### src/hw/rtl/j1939fd_pkg.sv
package j1939fd_pkg;

    // One bit per possible record of a frame, in output order.
    localparam int SlotCount = 24;
    typedef logic [SlotCount-1:0] slot_mask_t;
    typedef logic [4:0] slot_idx_t;
    typedef logic [4:0] kind_t;

    // Parameter group numbers that get field decoding.
    localparam logic [17:0] PGN_EEC1    = 18'd61444;
    localparam logic [17:0] PGN_ET1     = 18'd65262;
    localparam logic [17:0] PGN_CCVS    = 18'd65265;
    localparam logic [17:0] PGN_REQUEST = 18'd59904;
    localparam logic [17:0] PGN_DM1     = 18'd65226;

    localparam logic [17:0] PDU1_PGN_MASK = 18'h3FF00;
    localparam logic [7:0]  PDU2_PF_FIRST = 8'd240;
    localparam logic [7:0]  GLOBAL_ADDR   = 8'hFF;
    localparam logic [3:0]  MAX_LEN       = 4'd8;

    localparam logic [24:0] TORQUE_OFFSET = 25'd125;
    localparam logic [24:0] TEMP_OFFSET   = 25'd40;
    localparam logic [24:0] OIL_OFFSET    = 25'd8736;

    // Record kinds.
    localparam kind_t KIND_HEADER     = 5'd0;
    localparam kind_t KIND_EEC1_DEM   = 5'd1;
    localparam kind_t KIND_EEC1_ACT   = 5'd2;
    localparam kind_t KIND_EEC1_SPEED = 5'd3;
    localparam kind_t KIND_ET1_COOL   = 5'd4;
    localparam kind_t KIND_ET1_FUEL   = 5'd5;
    localparam kind_t KIND_ET1_OIL    = 5'd6;
    localparam kind_t KIND_CCVS_SPEED = 5'd7;
    localparam kind_t KIND_CCVS_CRUISE = 5'd8;
    localparam kind_t KIND_REQ_PGN    = 5'd9;
    localparam kind_t KIND_DM1_MIL    = 5'd10;
    localparam kind_t KIND_DM1_RSL    = 5'd11;
    localparam kind_t KIND_DM1_AWL    = 5'd12;
    localparam kind_t KIND_DM1_PL     = 5'd13;
    localparam kind_t KIND_DM1_FLASH  = 5'd14;
    localparam kind_t KIND_DM1_SPN    = 5'd15;
    localparam kind_t KIND_DM1_FMI    = 5'd16;
    localparam kind_t KIND_DM1_CM     = 5'd17;
    localparam kind_t KIND_DM1_OC     = 5'd18;
    localparam kind_t KIND_NOTE_FD    = 5'd19;
    localparam kind_t KIND_NOTE_SHORT = 5'd20;
    localparam kind_t KIND_NOTE_MISS  = 5'd21;
    localparam kind_t KIND_NOTE_DTC   = 5'd22;
    localparam kind_t KIND_OTHER      = 5'd23;

    // One decoded frame waiting for the record sequencer.
    typedef struct packed {
        logic        accepted;
        logic [2:0]  prio;
        logic [17:0] pgn;
        logic [7:0]  sa;
        logic [7:0]  da;
        logic        pdu1;
        logic        glob;
        logic [3:0]  len;
        logic [63:0] payload;
        slot_mask_t  mask;
    } frame_entry_t;

    // The FD note goes right after the header; all other kinds keep their order.
    function automatic slot_idx_t kind_to_slot(input kind_t kind);
        slot_idx_t slot;
        if (kind == KIND_HEADER) begin
            slot = 5'd0;
        end else if (kind == KIND_NOTE_FD) begin
            slot = 5'd1;
        end else if (kind < KIND_NOTE_FD) begin
            slot = kind + 5'd1;
        end else begin
            slot = kind;
        end
        return slot;
    endfunction

    function automatic kind_t slot_to_kind(input slot_idx_t slot);
        kind_t kind;
        if (slot == 5'd0) begin
            kind = KIND_HEADER;
        end else if (slot == 5'd1) begin
            kind = KIND_NOTE_FD;
        end else if (slot < 5'd20) begin
            kind = slot - 5'd1;
        end else begin
            kind = slot;
        end
        return kind;
    endfunction

endpackage

### src/hw/rtl/j1939fd_front.sv
module j1939fd_front
    import j1939fd_pkg::*;
(
    input  logic [28:0]  frame_id,
    input  logic         extended_format,
    input  logic         error_frame,
    input  logic         remote_request,
    input  logic         flexible_data,
    input  logic [3:0]   payload_length,
    input  logic [63:0]  payload_bytes,
    output frame_entry_t entry
);

    logic [17:0] pgn18;
    logic [7:0]  pf;
    logic [7:0]  ps;
    logic [3:0]  len;
    logic [1:0]  dtc_rem;
    slot_mask_t  mask;

    assign pgn18   = frame_id[25:8];
    assign pf      = frame_id[23:16];
    assign ps      = frame_id[15:8];
    assign len     = (payload_length > MAX_LEN) ? MAX_LEN : payload_length;
    assign dtc_rem = len[1:0] - 2'd2;

    // Work out which records the frame will produce.
    always_comb begin
        entry = '0;
        mask  = '0;
        if (extended_format && !error_frame) begin
            entry.accepted = 1'b1;
            entry.prio     = frame_id[28:26];
            entry.sa       = frame_id[7:0];
            if (pf < PDU2_PF_FIRST) begin
                entry.pgn  = pgn18 & PDU1_PGN_MASK;
                entry.da   = ps;
                entry.pdu1 = 1'b1;
                entry.glob = (ps == GLOBAL_ADDR);
            end else begin
                entry.pgn  = pgn18;
            end
            mask[kind_to_slot(KIND_HEADER)]  = 1'b1;
            mask[kind_to_slot(KIND_NOTE_FD)] = flexible_data;
            if (!remote_request) begin
                priority if (entry.pgn == PGN_EEC1) begin
                    if (len < 4'd5) begin
                        mask[kind_to_slot(KIND_NOTE_SHORT)] = 1'b1;
                    end else begin
                        mask[kind_to_slot(KIND_EEC1_DEM)]   = 1'b1;
                        mask[kind_to_slot(KIND_EEC1_ACT)]   = 1'b1;
                        mask[kind_to_slot(KIND_EEC1_SPEED)] = 1'b1;
                    end
                end else if (entry.pgn == PGN_ET1) begin
                    if (len < 4'd2) begin
                        mask[kind_to_slot(KIND_NOTE_SHORT)] = 1'b1;
                    end else begin
                        mask[kind_to_slot(KIND_ET1_COOL)] = 1'b1;
                        mask[kind_to_slot(KIND_ET1_FUEL)] = 1'b1;
                        mask[kind_to_slot(KIND_ET1_OIL)]  = (len >= 4'd4);
                    end
                end else if (entry.pgn == PGN_CCVS) begin
                    mask[kind_to_slot(KIND_CCVS_SPEED)]  = (len >= 4'd2);
                    mask[kind_to_slot(KIND_CCVS_CRUISE)] = (len >= 4'd3);
                    mask[kind_to_slot(KIND_NOTE_MISS)]   = (len < 4'd2);
                end else if (entry.pgn == PGN_REQUEST) begin
                    mask[kind_to_slot(KIND_REQ_PGN)]   = (len >= 4'd3);
                    mask[kind_to_slot(KIND_NOTE_MISS)] = (len < 4'd3);
                end else if (entry.pgn == PGN_DM1) begin
                    if (len == 4'd0) begin
                        mask[kind_to_slot(KIND_NOTE_MISS)] = 1'b1;
                    end else begin
                        mask[kind_to_slot(KIND_DM1_MIL)]   = 1'b1;
                        mask[kind_to_slot(KIND_DM1_RSL)]   = 1'b1;
                        mask[kind_to_slot(KIND_DM1_AWL)]   = 1'b1;
                        mask[kind_to_slot(KIND_DM1_PL)]    = 1'b1;
                        mask[kind_to_slot(KIND_DM1_FLASH)] = (len >= 4'd2);
                        // Eight bytes hold at most one complete DTC block.
                        mask[kind_to_slot(KIND_DM1_SPN)]   = (len >= 4'd6);
                        mask[kind_to_slot(KIND_DM1_FMI)]   = (len >= 4'd6);
                        mask[kind_to_slot(KIND_DM1_CM)]    = (len >= 4'd6);
                        mask[kind_to_slot(KIND_DM1_OC)]    = (len >= 4'd6);
                        mask[kind_to_slot(KIND_NOTE_DTC)]  =
                            (len > 4'd2) && (dtc_rem != 2'd0);
                    end
                end else begin
                    mask[kind_to_slot(KIND_OTHER)] = 1'b1;
                end
            end
        end else begin
            // A rejected frame yields one all-zero record.
            mask[kind_to_slot(KIND_HEADER)] = 1'b1;
        end
        entry.len     = len;
        entry.payload = payload_bytes;
        entry.mask    = mask;
    end

endmodule

### src/hw/rtl/j1939fd_queue.sv
module j1939fd_queue
    import j1939fd_pkg::*;
(
    input  logic         aclk,
    input  logic         aresetn,
    input  logic         in_valid,
    output logic         in_ready,
    input  frame_entry_t in_entry,
    output logic         out_valid,
    input  logic         out_ready,
    output frame_entry_t out_entry
);

    frame_entry_t entries_reg [2];
    logic         wr_ptr_reg, wr_ptr_next;
    logic         rd_ptr_reg, rd_ptr_next;
    logic [1:0]   count_reg, count_next;
    logic         push, pop;

    assign in_ready  = (count_reg != 2'd2);
    assign out_valid = (count_reg != 2'd0);
    assign out_entry = entries_reg[rd_ptr_reg];
    assign push      = in_valid && in_ready;
    assign pop       = out_valid && out_ready;

    always_comb begin
        wr_ptr_next = push ? ~wr_ptr_reg : wr_ptr_reg;
        rd_ptr_next = pop ? ~rd_ptr_reg : rd_ptr_reg;
        count_next  = count_reg + {1'b0, push} - {1'b0, pop};
    end

    always_ff @(posedge aclk) begin
        if (!aresetn) begin
            wr_ptr_reg <= 1'b0;
            rd_ptr_reg <= 1'b0;
            count_reg  <= 2'd0;
        end else begin
            wr_ptr_reg <= wr_ptr_next;
            rd_ptr_reg <= rd_ptr_next;
            count_reg  <= count_next;
        end
    end

    always_ff @(posedge aclk) begin
        if (push) begin
            entries_reg[wr_ptr_reg] <= in_entry;
        end
    end

endmodule

### src/hw/rtl/j1939fd_back.sv
module j1939fd_back
    import j1939fd_pkg::*;
(
    input  logic               aclk,
    input  logic               aresetn,
    input  logic               q_valid,
    output logic               q_ready,
    input  frame_entry_t       q_entry,
    output logic               m_valid,
    input  logic               m_ready,
    output logic               m_frame_accepted,
    output logic [2:0]         m_priority_res,
    output logic [17:0]        m_pgn,
    output logic [7:0]         m_src_addr,
    output logic [7:0]         m_dst_addr,
    output logic               m_is_addressed,
    output logic               m_to_global,
    output logic [4:0]         m_record_kind,
    output logic signed [24:0] m_record_value,
    output logic               m_last_record
);

    function automatic logic signed [24:0] value_of(input kind_t kind,
                                                    input logic [63:0] p,
                                                    input logic [3:0] len);
        logic [7:0]  b0, b1, b2, b3, b4, b5;
        logic [24:0] v;
        b0 = p[7:0];
        b1 = p[15:8];
        b2 = p[23:16];
        b3 = p[31:24];
        b4 = p[39:32];
        b5 = p[47:40];
        unique case (kind)
            KIND_EEC1_DEM:    v = {17'd0, b1} - TORQUE_OFFSET;
            KIND_EEC1_ACT:    v = {17'd0, b2} - TORQUE_OFFSET;
            KIND_EEC1_SPEED:  v = {9'd0, b4, b3};
            KIND_ET1_COOL:    v = {17'd0, b0} - TEMP_OFFSET;
            KIND_ET1_FUEL:    v = {17'd0, b1} - TEMP_OFFSET;
            KIND_ET1_OIL:     v = {9'd0, b3, b2} - OIL_OFFSET;
            KIND_CCVS_SPEED:  v = {9'd0, b1, b0};
            KIND_CCVS_CRUISE: v = {23'd0, b2[7:6]};
            KIND_REQ_PGN:     v = {1'b0, b2, b1, b0};
            KIND_DM1_MIL:     v = {23'd0, b0[7:6]};
            KIND_DM1_RSL:     v = {23'd0, b0[5:4]};
            KIND_DM1_AWL:     v = {23'd0, b0[3:2]};
            KIND_DM1_PL:      v = {23'd0, b0[1:0]};
            KIND_DM1_FLASH:   v = {17'd0, b1};
            KIND_DM1_SPN:     v = {6'd0, b4[7:5], b3, b2};
            KIND_DM1_FMI:     v = {20'd0, b4[4:0]};
            KIND_DM1_CM:      v = {24'd0, b5[7]};
            KIND_DM1_OC:      v = {18'd0, b5[6:0]};
            KIND_NOTE_SHORT,
            KIND_NOTE_MISS,
            KIND_NOTE_DTC,
            KIND_OTHER:       v = {21'd0, len};
            default:          v = '0;
        endcase
        return signed'(v);
    endfunction

    frame_entry_t cur_reg;
    slot_mask_t   mask_reg;
    logic         busy_reg;
    logic         out_valid_reg;
    slot_idx_t    sel_slot;
    slot_mask_t   rest_mask;
    kind_t        sel_kind;
    logic         advance, emit, last, take;

    // Lowest pending slot is the next record.
    always_comb begin
        sel_slot = '0;
        for (int i = SlotCount - 1; i >= 0; i--) begin
            if (mask_reg[i]) begin
                sel_slot = slot_idx_t'(i);
            end
        end
    end

    assign rest_mask = mask_reg & ~(slot_mask_t'(1) << sel_slot);
    assign sel_kind  = slot_to_kind(sel_slot);
    assign last      = (rest_mask == '0);
    assign advance   = !out_valid_reg || m_ready;
    assign emit      = busy_reg && advance;
    assign q_ready   = !busy_reg || (emit && last);
    assign take      = q_valid && q_ready;
    assign m_valid   = out_valid_reg;

    always_ff @(posedge aclk) begin
        if (!aresetn) begin
            busy_reg      <= 1'b0;
            out_valid_reg <= 1'b0;
        end else begin
            if (advance) begin
                out_valid_reg <= busy_reg;
            end
            if (take) begin
                busy_reg <= 1'b1;
            end else if (emit && last) begin
                busy_reg <= 1'b0;
            end
        end
    end

    always_ff @(posedge aclk) begin
        if (take) begin
            cur_reg  <= q_entry;
            mask_reg <= q_entry.mask;
        end else if (emit) begin
            mask_reg <= rest_mask;
        end
        if (emit) begin
            m_frame_accepted <= cur_reg.accepted;
            m_priority_res   <= cur_reg.prio;
            m_pgn            <= cur_reg.pgn;
            m_src_addr       <= cur_reg.sa;
            m_dst_addr       <= cur_reg.da;
            m_is_addressed   <= cur_reg.pdu1;
            m_to_global      <= cur_reg.glob;
            m_record_kind    <= sel_kind;
            m_record_value   <= value_of(sel_kind, cur_reg.payload, cur_reg.len);
            m_last_record    <= last;
        end
    end

endmodule

### src/hw/rtl/j1939_frame_decoder_core.sv
// Channel  | Direction | Handshake          | Payload
// s_       | in        | s_valid / s_ready  | one CAN frame: identifier, flags, length, bytes
// m_       | out       | m_valid / m_ready  | one record: header fields, kind, value, last flag
//
// Each frame yields one to twelve records, one record per clock cycle while m_ready does
// not stall the output.
// The front end classifies a frame in the cycle it is accepted and pushes it into a
// two-entry queue; the sequencer pulls the next frame while emitting the last record.
// Reset (aresetn, synchronous, active low) empties the queue and the output register.
// A stalled m_ready holds the output record; s_ready drops only when the queue is full.
module j1939_frame_decoder_core
    import j1939fd_pkg::*;
(
    input  logic               aclk,
    input  logic               aresetn,
    input  logic               s_valid,
    output logic               s_ready,
    input  logic [28:0]        s_frame_id,
    input  logic               s_extended_format,
    input  logic               s_error_frame,
    input  logic               s_remote_request,
    input  logic               s_flexible_data,
    input  logic [3:0]         s_payload_length,
    input  logic [63:0]        s_payload_bytes,
    output logic               m_valid,
    input  logic               m_ready,
    output logic               m_frame_accepted,
    output logic [2:0]         m_priority_res,
    output logic [17:0]        m_pgn,
    output logic [7:0]         m_src_addr,
    output logic [7:0]         m_dst_addr,
    output logic               m_is_addressed,
    output logic               m_to_global,
    output logic [4:0]         m_record_kind,
    output logic signed [24:0] m_record_value,
    output logic               m_last_record
);

    // The front end turns the frame into header fields plus a mask with one bit per
    // record that the frame will produce, kept in output order.
    frame_entry_t front_entry;
    frame_entry_t q_entry;
    logic         q_valid;
    logic         q_ready;

    j1939fd_front u_front (
        .frame_id        (s_frame_id),
        .extended_format (s_extended_format),
        .error_frame     (s_error_frame),
        .remote_request  (s_remote_request),
        .flexible_data   (s_flexible_data),
        .payload_length  (s_payload_length),
        .payload_bytes   (s_payload_bytes),
        .entry           (front_entry)
    );

    // The queue decouples frame acceptance from record emission, so a new transaction
    // can be taken while records of an earlier frame are still going out.
    j1939fd_queue u_queue (
        .aclk      (aclk),
        .aresetn   (aresetn),
        .in_valid  (s_valid),
        .in_ready  (s_ready),
        .in_entry  (front_entry),
        .out_valid (q_valid),
        .out_ready (q_ready),
        .out_entry (q_entry)
    );

    // The sequencer walks the mask lowest bit first and computes each record's value
    // from the stored payload into the output register.
    j1939fd_back u_back (
        .aclk             (aclk),
        .aresetn          (aresetn),
        .q_valid          (q_valid),
        .q_ready          (q_ready),
        .q_entry          (q_entry),
        .m_valid          (m_valid),
        .m_ready          (m_ready),
        .m_frame_accepted (m_frame_accepted),
        .m_priority_res   (m_priority_res),
        .m_pgn            (m_pgn),
        .m_src_addr       (m_src_addr),
        .m_dst_addr       (m_dst_addr),
        .m_is_addressed   (m_is_addressed),
        .m_to_global      (m_to_global),
        .m_record_kind    (m_record_kind),
        .m_record_value   (m_record_value),
        .m_last_record    (m_last_record)
    );

endmodule

### config.mk
export PLATFORM = sky130hd
export DESIGN_NAME = j1939_frame_decoder_core
export DESIGN_NICKNAME = d
export VERILOG_FILES = /design/src/hw/rtl/j1939fd_pkg.sv /design/src/hw/rtl/j1939fd_front.sv /design/src/hw/rtl/j1939fd_queue.sv /design/src/hw/rtl/j1939fd_back.sv /design/src/hw/rtl/j1939_frame_decoder_core.sv
export SDC_FILE = /design/constraint.sdc
export NUM_CORES = 1
export LEC_CHECK = 0
export BUFFER_PORTS_ARGS = -buffer_cell sky130_fd_sc_hd__buf_2
export CORE_MARGIN = 2
export CORE_UTILIZATION = 53
export CTS_BUF_LIST = sky130_fd_sc_hd__clkbuf_8
export DETAILED_ROUTE_END_ITERATION = 10
export PLACE_DENSITY = 0.72
export SETUP_SLACK_MARGIN = 0.3
export SLEW_MARGIN = 10
export SYNTH_ARGS = -nofsm -noshare
export SYNTH_HDL_FRONTEND = slang
export SYNTH_HIERARCHICAL = 1
export SYNTH_SLANG_ARGS = --single-unit
### constraint.sdc
create_clock -name aclk -period 10 [get_ports aclk]
set_input_delay 1 -clock aclk [delete_from_list [all_inputs] [get_ports aclk]]
set_output_delay 1 -clock aclk [all_outputs]
set_load 0.01 [all_outputs]
### Word-level counts from Yosys, hierarchy flattened

Memories as Yosys holds them, arrays and structs flattened. A register that Yosys moved wholly into a read port is not among the register bits.
Index checks and enable logic that the tools add are counted.

* register bits: 193
* bits in latches: 0
* bits in writable memories: 262
* bits in read-only memories: 0
* input port bits: 105
* word-level logic and storage cells: 169
* memories: 1

* $add $sub $neg: 9
* multiply operators: 0
* div/mod/pow operators: 0
* order comparisons: 11
* equal/unequal tests: 30
* shift-type cells: 1
* mux-type cells: 69
* bitwise gates (word level): 4
* reduce and logical (&&, ||, !) cells: 19

Memories
* u_queue.entries_reg: words 2, bits a word 131, rd ports 1, clocked after memory_dff 1, wr ports 1, RTL line j1939fd_queue.sv:14 `frame_entry_t entries_reg [2];`

Operators with widths (number)
* 25-bit one-hot mux with 19 select lines: 1
* 5-bit two-way mux: 27
* 18-bit by 16-bit equality test with 1-bit output, second input constant: 5
* 24-bit two-way mux: 2
* 5-bit by 4-bit equality test with 1-bit output, second input constant: 8
* 40-bit two-way mux: 1
* 5-bit equality test, second input constant: 7
* 9-bit two-way mux: 3
* 24-bit bitwise AND: 1
* 24-bit logical NOT: 1
* 24-bit inverter: 1
* 1-bit by 5-bit << shifter with 24-bit output, first input constant: 1
* 23-bit two-way mux: 1
* 22-bit two-way mux: 1
* 5-bit by 3-bit equality test with 1-bit output, second input constant: 4
* 10-bit two-way mux: 2
* 18-bit two-way mux: 1
* 3-bit two-way mux: 6
* 8-bit by 6-bit subtractor with 9-bit output, second input constant: 2
* 8-bit by 7-bit subtractor with 9-bit output, second input constant: 2
* 16-bit by 14-bit subtractor with 17-bit output, second input constant: 1
* 1-bit two-way mux: 16
* 15-bit two-way mux: 1
* 12-bit two-way mux: 1
* other kinds (27): 47

### Depth between registers and ports, before layout

* word-level depth: 33
* gate-level depth with buffers: 20
* gate-level depth less buffers: 19

### Modules after synthesis

The synthesis kept the hierarchy.

Modules (own cells, without submodules)
* j1939fd_queue: instances 1, cells each 441, area each 10119.7 sq um, sequential area each 8027.7 sq um
* j1939fd_back: instances 1, cells each 678, area each 8872.3 sq um, sequential area each 5655.4 sq um
* j1939fd_front: instances 1, cells each 187, area each 1242.4 sq um, sequential area each 0.0 sq um

### Worst setup path before layout

No wires, ideal clock.

* path type: reg-to-reg
* from: register u_back.mask_reg[22]
* to: register u_back/cur_reg[100] (netlist bit), enable pin
* library setup time: 446 ps
* arrival: 5373 ps
* data required time: 9554 ps
* setup slack: 4181 ps
* cell stages (with the launch flop): 18
* clock period less this slack: 5819 ps
* path through: edfxtp_1 nand2b_1 a221oi_1 o211ai_1 a31o_2 or2_2 inv_1 ha_1 clkbuf_1 nand2b_1 o21ai_0 nor3_1 and4b_1 o2111ai_1 o31ai_4 nand2_2 buf_2 inv_1

* longest elaborated chain between the ends: 30

Ends and longest elaborated chain
* start, declared: RTL line j1939fd_back.sv:63 `slot_mask_t mask_reg;`
* start signal, assigned: RTL line j1939fd_back.sv:109 `mask_reg <= q_entry.mask;`
* start signal, assigned: RTL line j1939fd_back.sv:111 `mask_reg <= rest_mask;`
* 5-bit two-way mux (23 in series): RTL line j1939fd_back.sv:75 `if (mask_reg[i]) begin`
* 1-bit by 5-bit << shifter with 24-bit output: RTL line j1939fd_back.sv:81 `assign rest_mask = mask_reg & ~(slot_mask_t'(1) << sel_slot);`
* 24-bit inverter: RTL line j1939fd_back.sv:81
* 24-bit bitwise AND (*): RTL line j1939fd_back.sv:81
* 24-bit logical NOT (*): RTL line j1939fd_back.sv:83 `assign last = (rest_mask == '0);`
* 1-bit logical AND (*): RTL line j1939fd_back.sv:86 `assign q_ready = !busy_reg || (emit && last);`
* 1-bit logical OR (*): RTL line j1939fd_back.sv:86
* via q_ready: RTL line j1939_frame_decoder_core.sv:44 `logic q_ready;`
* 1-bit logical AND (*): RTL line j1939fd_back.sv:87 `assign take = q_valid && q_ready;`
* via u_back.take: RTL line j1939fd_back.sv:69 `logic advance, emit, last, take;`
* end signal, assigned: RTL line j1939fd_back.sv:108 `cur_reg <= q_entry;`
* end, declared: RTL line j1939fd_back.sv:62 `frame_entry_t cur_reg;`

Mark *: on every way through the listed nets, which the timed path passes. The rest lies on a longest branch.
A chain may end at the register's enable or synchronous reset.

### Worst setup path in the final report

* from: register u_back.mask_reg[22]
* to: register u_back/cur_reg[54] (netlist bit), enable pin

The elaborated chain is that of the path after synthesis.

==> results.toml <==
[route]
drc = 0
drtPass1Iterations = 7
post_drt_wl_per_cell_um = 21.4
vias_per_cell = 5.75
via_count = 10800
drtIter0Drc = 790
wirelength_um = 40300
antenna_left = 0

[global_routing]
antenna_found_initial = 10
grt_overflow = 0
grt_max_degree = 75
grt_usage_pct = 21.9
grt_pass1_wl_um = 61300
grt_pass1_vias = 10800

[flow_run]
cap_violations = 0

[logic_synthesis]
yosys_warnings = 6
syn_avg_cell_area_um2 = 15.2
synth_fp_nets = 1360
syn_inst = 1242
netlist_area_um2 = 18900

[clocking]
cts_made_buffers = 68
worstSkewPairLatency_ps = 620
cts_sinks = 426
cts-root-buf = "clkbuf_8"
cts_tree = "built"
post_cts.repair.setup_buffers = 0
cts.htree.levels = 3
cts_hold_buf = 0
cts_resized = 0
clock_path_buffers = 3
clk_pin_slew_worst_paths_ps = 60

[placed_design]
place_congestion = 0.875
dp_hpwl_um = 26800
port_buffers = 161
placed_area_um2 = 19700
dpl_worst_slack_ps = 3760

[layout]
largest_register_ffs = 232
syn_to_final_growth_pct = 10.5
nFillCells = 2769
drive_gt1_share_pct = 30.4
ff_latch_area_um2 = 12700
nets = 1494
multi_input_area_um2 = 5310
final_area_um2 = 20900
fin_util_pct = 59.0

[sta]
setup_viol = 0
fmaxAchievable_mhz = 160
fin_tns_setup_ps = 0
slew_headroom_pct = 22.2
hold_viol = 0
maxSlewViolCount = 0
worst_slew_pin_slew_ps = 1170
fin_crit_sh_pct = 62.6
skew_ps = 39.5
rsz0062_at_grt = "false"
fin_ws_ps = 3740
layout_min_cycle_time_ps = 6260

[setup_path]
cp.required_ps = 10210
crit_arrival_ps = 6470
cp_max_fo = 64
start_kind = "register"
crit_type = "reg2reg"
critPathCaptureType = "register"

[pwr]
peakVddDrop_mv = 0.193
power.total_mw = 6.75
powerDensity_nw_per_um2 = 323
leakagePower_nw = 7.62

[die]
core_um2 = 35400
die_x_um = 193
die_h_um = 193
dieArea_um2 = 37200
start_util_pct = 53.4
rows = 69
io_pins = 178

[worst_hold_path]
hold_path.class = "reg2reg"

[status]
status = "completed"
-- per-layer routing --
metal  global-route usage, %  part of all wire (%)
met5                       0                  0.14
met3                    6.80                   9.3
met1                    30.6                    43
met4                    7.72                   2.2
met2                    32.8                    45
-- layout make-up --
type	count	area share [%]
multi-input combinational	663	25.4
sequential	426	60.9
clock inverter	42	1.11
tap	461	2.76
inverter	49	0.916
timing repair buffer	168	4.11
antenna	5	0.0599
clock buffer	72	4.74
-- per-stage QoR --
step,cells,hold slack (ps)
2_1_floorplan,1242,400
3_3_place_gp,1767,403
3_5_place_dp,1767,405
4_1_cts,1881,405
5_1_grt,1883,406
6_report,1886,400
-- path summary, 6_finish.rpt --
check                           startpoint                            to  slack, ps  depth (start not counted)
max reg2reg  u_back/mask_reg[22]$_DFFE_PP_  u_back/cur_reg[54]$_DFFE_PP_       3740                         16
min          u_back/cur_reg[111]$_DFFE_PP_     u_back/m_pgn[1]$_DFFE_PP_        400                          0
min reg2reg  u_back/cur_reg[111]$_DFFE_PP_     u_back/m_pgn[1]$_DFFE_PP_        400                          0
max          u_back/mask_reg[22]$_DFFE_PP_  u_back/cur_reg[54]$_DFFE_PP_       3740                         16
-- cell usage in the layout (no fill, tap or decap), types with 31 or more instances in the layout --
cell      count
inv_1        66
o21ai_0      31
nor2_1       56
nor3_1       37
a21oi_1      34
mux2_4       64
buf_2       161
edfxtp_1    419
clkbuf_8     72
mux2_2       64
nand2_1      35
-- power breakdown --
group | switching [mW] | internal, mW
clock network | 0.653 | 0.695
logic | 1.52 | 0.856
registers | 0.337 | 2.70
total | 2.51 | 4.25
-- worst max-delay path, stage by stage, from the launching register on --
cell and delay [ps]:
edfxtp_1 430, nand2b_1 170, a221oi_1 270, o211ai_1 280, a31o_2 340, or2_2 330
inv_1 90, ha_1 490, nand2b_1 220, o21ai_0 90, nor3_1 280, and4b_1 250
o2111ai_1 200, o31ai_4 500, nand2_2 490, inv_4 570, buf_4 760
(Power assumes the default switching activity.)
